## src/design/mbet_pkg.sv

```systemverilog
`default_nettype none

package mbet_pkg;

    localparam int COORD_BITS_DEF = 12;
    localparam int COUNT_BITS_DEF = 16;

    localparam int FRAC_BITS = 28;
    localparam int Q_W       = 32;
    localparam int STEP_W    = 31;
    localparam int ITER_W    = 16;
    localparam int CFG_IDX_W = 3;
    localparam int CFG_DAT_W = 32;

    // z stays below 2 in magnitude while a round runs, so each operand of a
    // square fits 30 signed bits; z itself after one add of c needs 34 bits
    localparam int Z_W    = 34;
    localparam int MUL_W  = FRAC_BITS + 2;
    localparam int PROD_W = 2 * MUL_W;

    localparam int RING_DEPTH = 3;
    localparam int SEQ_W      = $clog2(RING_DEPTH + 1);

    localparam logic signed [Q_W-1:0]    REAL_START_RST = 32'shD800_0000;
    localparam logic signed [Q_W-1:0]    IMAG_START_RST = 32'shF000_0000;
    localparam logic        [STEP_W-1:0] REAL_STEP_RST  = 31'd918401;
    localparam logic        [STEP_W-1:0] IMAG_STEP_RST  = 31'd699962;
    localparam logic        [ITER_W-1:0] MAX_ITER_RST   = 16'd256;

    typedef enum logic [CFG_IDX_W-1:0] {
        CFG_REAL_START = 3'd0,
        CFG_IMAG_START = 3'd1,
        CFG_REAL_STEP  = 3'd2,
        CFG_IMAG_STEP  = 3'd3,
        CFG_MAX_ITER   = 3'd4
    } t_cfg_idx;

    typedef struct packed {
        logic signed [Q_W-1:0]    real_start;
        logic signed [Q_W-1:0]    imag_start;
        logic        [STEP_W-1:0] real_step;
        logic        [STEP_W-1:0] imag_step;
        logic        [ITER_W-1:0] max_iter;
    } t_cfg;

    typedef struct packed {
        logic signed [Q_W-1:0] cr;
        logic signed [Q_W-1:0] ci;
    } t_point;

endpackage

`default_nettype wire

```

## src/design/mbet_map.sv

```systemverilog
`default_nettype none

module mbet_map #(
    parameter int COORD_BITS = mbet_pkg::COORD_BITS_DEF
) (
    input  wire                    i_clk,
    input  wire                    i_rst_n,
    input  mbet_pkg::t_cfg         i_cfg,
    input  wire                    i_valid,
    output logic                   o_stall,
    input  wire   [COORD_BITS-1:0] i_pixel_column,
    input  wire   [COORD_BITS-1:0] i_pixel_row,
    output logic                   o_valid,
    output mbet_pkg::t_point       o_point,
    input  wire                    i_take
);
    import mbet_pkg::*;

    localparam int PRD_W = COORD_BITS + STEP_W;
    localparam int SUM_W = PRD_W + 2;

    localparam logic signed [Q_W-1:0] Q_MAX = {1'b0, {(Q_W-1){1'b1}}};
    localparam logic signed [Q_W-1:0] Q_MIN = {1'b1, {(Q_W-1){1'b0}}};

    function automatic logic signed [Q_W-1:0] sat_q(input logic signed [SUM_W-1:0] v);
        logic all_same;
        all_same = (v[SUM_W-1:Q_W-1] == '0) || (v[SUM_W-1:Q_W-1] == '1);
        if (all_same) begin
            return v[Q_W-1:0];
        end else if (v[SUM_W-1]) begin
            return Q_MIN;
        end else begin
            return Q_MAX;
        end
    endfunction

    logic                    r_m1_valid;
    logic        [PRD_W-1:0] r_re_prd;
    logic        [PRD_W-1:0] r_im_prd;
    logic                    r_m2_valid;
    t_point                  r_point;

    logic                    w_m2_load;
    logic                    w_m1_load;
    logic        [PRD_W-1:0] n_re_prd;
    logic        [PRD_W-1:0] n_im_prd;
    logic signed [SUM_W-1:0] w_re_sum;
    logic signed [SUM_W-1:0] w_im_sum;

    assign w_m2_load = !r_m2_valid || i_take;
    assign w_m1_load = !r_m1_valid || w_m2_load;
    assign o_stall   = r_m1_valid && !w_m2_load;

    assign n_re_prd = PRD_W'(i_pixel_column) * PRD_W'(i_cfg.real_step);
    assign n_im_prd = PRD_W'(i_pixel_row) * PRD_W'(i_cfg.imag_step);

    assign w_re_sum = SUM_W'(i_cfg.real_start) + $signed({2'b00, r_re_prd});
    assign w_im_sum = SUM_W'(i_cfg.imag_start) + $signed({2'b00, r_im_prd});

    always_ff @(posedge i_clk) begin
        if (!i_rst_n) begin
            r_m1_valid <= 1'b0;
            r_m2_valid <= 1'b0;
        end else begin
            if (w_m1_load) begin
                r_m1_valid <= i_valid;
            end
            if (w_m2_load) begin
                r_m2_valid <= r_m1_valid;
            end
        end
    end

    always_ff @(posedge i_clk) begin
        if (w_m1_load) begin
            r_re_prd <= n_re_prd;
            r_im_prd <= n_im_prd;
        end
        if (w_m2_load) begin
            r_point.cr <= sat_q(w_re_sum);
            r_point.ci <= sat_q(w_im_sum);
        end
    end

    assign o_valid = r_m2_valid;
    assign o_point = r_point;

`ifndef SYNTHESIS
    a_hold_m2: assert property (@(posedge i_clk) disable iff (!i_rst_n)
        r_m2_valid && !i_take |=> r_m2_valid && $stable(r_point))
        else $error("mapped point lost while waiting for the ring");
    a_no_drop: assert property (@(posedge i_clk) disable iff (!i_rst_n)
        r_m1_valid && !w_m2_load |=> r_m1_valid)
        else $error("first map stage dropped a word");
    a_fill: assert property (@(posedge i_clk) disable iff (!i_rst_n)
        r_m1_valid && w_m2_load |=> r_m2_valid)
        else $error("map stage two missed a word from stage one");
`endif

endmodule

`default_nettype wire

```

## config.mk

```make
export PLATFORM = sky130hd
export DESIGN_NAME = mbet_map
export DESIGN_NICKNAME = d
export VERILOG_FILES = /design/src/design/mbet_pkg.sv /design/src/design/mbet_map.sv
export SDC_FILE = /design/constraint.sdc
export NUM_CORES = 2
export LEC_CHECK = 0
export BUFFER_PORTS_ARGS = -buffer_cell sky130_fd_sc_hd__buf_2
export CORE_ASPECT_RATIO = 1.75
export CORE_MARGIN = 2
export CORE_UTILIZATION = 50
export CTS_CLUSTER_SIZE = 24
export DETAILED_ROUTE_END_ITERATION = 8
export MAX_ROUTING_LAYER = met4
export PLACE_DENSITY = 0.74
export SLEW_MARGIN = 20
export SYNTH_ARGS = -nofsm -noshare
export SYNTH_HDL_FRONTEND = slang
export SYNTH_SLANG_ARGS = --single-unit
```

## constraint.sdc

```tcl
create_clock -name i_clk -period 6.5 [get_ports i_clk]
set_input_delay 0 -clock i_clk [delete_from_list [all_inputs] [get_ports i_clk]]
set_output_delay 0 -clock i_clk [all_outputs]
set_load 0.02 [all_outputs]
```

==> Word level (Yosys, flattened, before mapping) <==
Cells that the tools add are included.
{ "word_totals": {"regBits": 152, "inputBits": 170, "out_inout_bits": 66, "wordCells": 26} }
{ "classes": {"add_sub_neg": 2, "mul": 2, "n_eq_ne": 2, "n_mux": 4, "reduce_logical": 10} }
{ "op_table": {"columns": ["operator", "count"], "rows": [
  ["two-way mux 32 bit", 4],
  ["adder 32 x 44 -> 45 bit", 2],
  ["multiplier 12 x 31 -> 43 bit", 2],
  ["== test 14 bit (second input constant)", 2],
  ["logical NOT 14 bit", 2],
  ["logical OR 1 bit", 4],
  ["logical NOT 1 bit", 3],
  ["logical AND 1 bit", 1]
]} }

==> Longest topological paths before layout <==
{ "depth": {"ltp_word": 4, "mapped_depth": 25, "ltp_nobuf": 24} }

==> Worst setup path after synthesis <==
No wires, ideal clock.
{ "synth_path": {"path_kind": "input-to-reg", "start": "input port i_cfg[54] (netlist bit)", "end": "register r_re_prd[42] (data pin)", "setup_time_ps": 260, "arrival_ps": 5609, "t_required_ps": 6240, "setup_slack_ps": 631, "path_stages": 23, "path_buffers": 1, "path_cell_list": "clkbuf_1 nand2_1 fa_1 fa_1 fa_1 inv_1 fa_1 inv_1 fa_1 inv_1 ha_1 a21oi_1 nor2b_1 a311o_1 o311a_1 o31ai_1 o21ai_0 a41o_1 o21ai_0 o21ai_0 a21o_1 a21oi_1 xnor2_1"} }
{ "synth_between": {"elab_chain_cells": 1} }
{ "synth_lines": {"columns": ["element", "line", "rtl"], "rows": [
  ["start: declaration", "mbet_map.sv:8", "input mbet_pkg::t_cfg i_cfg,"],
  ["multiplier 12 x 31 -> 43 bit", "mbet_map.sv:54", "assign n_re_prd = PRD_W'(i_pixel_column) * PRD_W'(i_cfg.real_step);"],
  ["named net n_re_prd[42]", "mbet_map.sv:45", "logic [PRD_W-1:0] n_re_prd;"],
  ["end signal: assignment", "mbet_map.sv:76", "r_re_prd <= n_re_prd;"],
  ["end: declaration", "mbet_map.sv:38", "logic [PRD_W-1:0] r_re_prd;"]
]} }
The timed path passes the listed nets, and every way through them passes these cells.
A chain may end at the register's enable or synchronous reset.

==> Worst setup path in the final report <==
{ "layout_path": {"start": "input port i_cfg[47] (netlist bit)", "end": "register r_re_prd[36] (data pin)"} }
The elaborated chain is that of the path after synthesis.

==> key figures <==
Critical path
  – Required time of the worst setup path: 6.71 ns
  – Crit path max fanout: 8
  – Crit path max-delay family: adder cells
  – Class of the most critical setup path: primary input to flip-flop
  – R2R cell count: 16
  – Reg-to-Reg End: o_point[3]
  – CP dominant cell by count: fa_1
  – Slowest stage delay, CP: 0.55 ns
  – Crit path buffers/inverters: 7
  – Worst path depth: 26
  – R2R Setup Slk: 1.45 ns
  – Slowest stage cell, crit path: fa_1
  – Crit end category: flip-flop
  – FF-to-FF Start: r_im_prd[0]
  – Critical Path Source Type: primary input
  – Worst Path Arrival: 6.29 ns

Yosys
  – Area contributors post-synth: fa_1 35%, edfxtp_1 14%, ha_1 9.5%, inv_1 7.8%, nand2_1 7.0%
  – Cell Area, Synth: 33,000 µm²
  – Warnings from Yosys: 0
  – Main synth FF type: edfxtp_1
  – Yosys cell types: 79
  – Sequential-to-total area share from yosys stat: 0.138
  – Cells after Synth: 3,711
  – Post-synth EDFFs: 150
  – Syn nets: 4,713
  – Synth Register Bits: 152
  – Most common cell in the synthesized netlist: inv_1
  – Top post-synthesis cells by count: 687 x inv_1, 616 x nand2_1, 582 x fa_1
  – Ys async rst share: 0
  – Synth area leader: fa_1
  – Syn Area/Cell: 8.90 µm²
  – Synth top area share: 0.353

Route
  – Vias per cell: 5.48
  – Routed wire length: 84.1 mm
  – Routed len/inst: 17.6 µm
  – Vias: 26,162
  – TritonRoute pass-1 iters: 5
  – Residual DRC count: 0
  – Starting DRT DRC Count: 1,118
  – Final ANT Viol Nets: 0

Hold path
  – Hold WC Path Type: primary input to flip-flop
  – Worst hold start: i_cfg[16]
  – Hold Crit Depth: 2
  – Hold path endpoint: r_im_prd[0]

Timing
  – Final Cycle Share: 0.935
  – Post-Route Skew: 0.0110 ns
  – RSZ-0062 raised after global routing: no
  – Final Max Slew Viols: 0
  – Worst Hold Slack: 0.0288 ns
  – Worst rel slew slack: 0.300
  – Setup TNS Final: 0 ns
  – Least-Margin Pin Slew: 1.05 ns
  – Final setup viols: 0
  – Final Hold Viols: 0
  – Period minus WS final: 6.08 ns
  – Max Freq: 164 MHz

Flow run
  – Max Cap Viol: 0

GRT
  – Grt total ovfl: 0
  – Largest net degree at the start of global routing: 84
  – GRT Util Overall: 0.264
  – Global-route wire length before repair: 137 mm
  – Antenna violations before repair: 22
  – Vias in the first global route: 28,208

Outcome
  – Status: finished clean

Place
  – PortBufs: 219
  – Routability Congestion: 0.955
  – Placed Cells: 4,710
  – Detailed Place HPWL: 71.3 mm

CTS
  – Htree depth: 4
  – Max Buffers Root-to-Sink: 2
  – Clk slew on worst S/H paths: 0.07 ns
  – Clock sink total: 152
  – CTS tree: yes
  – Worst-Skew Late Latency: 0.47 ns
  – Root Buffer Master: clkbuf_16
  – CTS buffer count: 17

Cells and area
  – P&R area growth vs syn: 8.74%
  – Non-Filler Instances: 4,771
  – Layout cells sized above 1: 0.0985
  – Nets: 4,857

Power and ir drop
  – Leakage: 17.7 nW
  – VDD IR-drop max: 0.365 mV
  – Pwr Density: 570 nW/µm²

Floorplan
  – Die X: 198 µm
  – Row count: 124
  – Chip height: 344 µm
  – Die area: 68,200 µm²
  – Core area: 65,300 µm²
  – Initial Utilization: 0.505
  – Boundary pin count: 236
[cell usage in the layout (no fill, tap or decap), types with 4 or more instances in the layout]
master	count
fa_1	582
a211oi_1	17
nand4_1	34
ha_1	250
nor4_1	8
a31oi_1	20
nand2b_1	23
nor3b_1	4
and2_1	236
a221o_1	4
or3_1	10
and3_1	17
a21o_1	71
bufinv_16	4
o211ai_1	20
xor2_1	45
or4_1	6
inv_6	6
clkbuf_16	17
nor2_1	80
buf_2	219
nand2_1	615
a211o_1	4
edfxtp_1	150
nor2b_1	21
diode_2	21
or2_2	7
o21bai_1	31
o31ai_1	12
o21ai_2	20
inv_1	686
buf_4	79
xnor2_1	103
nand3_1	32
o21a_1	16
o21ai_0	86
dlygate4sd3_1	8
nor3_1	28
and4_1	8
a21oi_1	201
[registers in the layout, summed over array words and instances, names as in the netlist]
signal,cells
o_valid,1
r_im_prd,43
r_re_prd,43
o_point,64
r_m1_valid,1
[layer usage]
| metal | part of all wire | global-route usage |
|---|---|---|
| met2 | 0.56 | 0.514 |
| met1 | 0.33 | 0.246 |
| met3 | 0.055 | 0.0386 |
| met5 | 0 | - |
| met4 | 0.052 | 0.131 |
[cells by family after synthesis]
logic type,count (synthesis),share of synthesized area
AO/OA/AOI/OAI,562,0.110
XOR/XNOR,149,0.0398
adder cells (fa/ha/maj),832,0.448
buffers and inverters,871,0.100
flip-flops,152,0.138
multiplexers,4,0.00121
AND/OR/NAND/NOR,1141,0.164
[power breakdown]
group | switching [W] | internal [W] | total, W
clock network | 0.000501 | 0.000661 | 0.00116
registers | 0.000158 | 0.00233 | 0.00249
logic | 0.00971 | 0.00711 | 0.0168
total | 0.0104 | 0.0101 | 0.0205
[area by class of cell]
type | instances | area (µm²)
fillers | 5908 | 29400
multi-input cells | 2688 | 25200
flip-flops and latches | 152 | 4540
inverters | 689 | 2590
repair buffers | 307 | 1780
well taps | 882 | 1100
clock buffers | 17 | 425
clock inverters | 15 | 228
diodes | 21 | 52.6
[what timing repair did]
item                      in CTS  in global routing
setup buffers                  0                  0
hold endpoints to repair       8                  0
hold buffers                   8                  0
gates resized for setup        0                  0
[stage by stage]
stage	cell area, µm²	total power, W	setup slack, ns	util
floorplan	33000	0.0152	0.631	-
global placement	35100	0.0187	0.244	0.537
detailed placement	35100	0.0191	0.159	0.537
CTS	35800	0.0204	0.464	0.549
global route	35900	0.0226	0.0756	0.549
finish	35900	0.0205	0.420	0.550
[how the worst max path moves through the flow]
stage / start / end / slack (ns)
after floorplan: i_cfg[54] / r_re_prd[42] / 0.63
after global placement: i_pixel_row[4] / r_im_prd[42] / 0.24
after detailed placement: i_pixel_row[4] / r_im_prd[42] / 0.16
after CTS: i_cfg[47] / r_re_prd[36] / 0.46
after global routing: i_cfg[47] / r_re_prd[42] / 0.08
final: i_cfg[47] / r_re_prd[36] / 0.42
(Power assumes the default switching activity.)
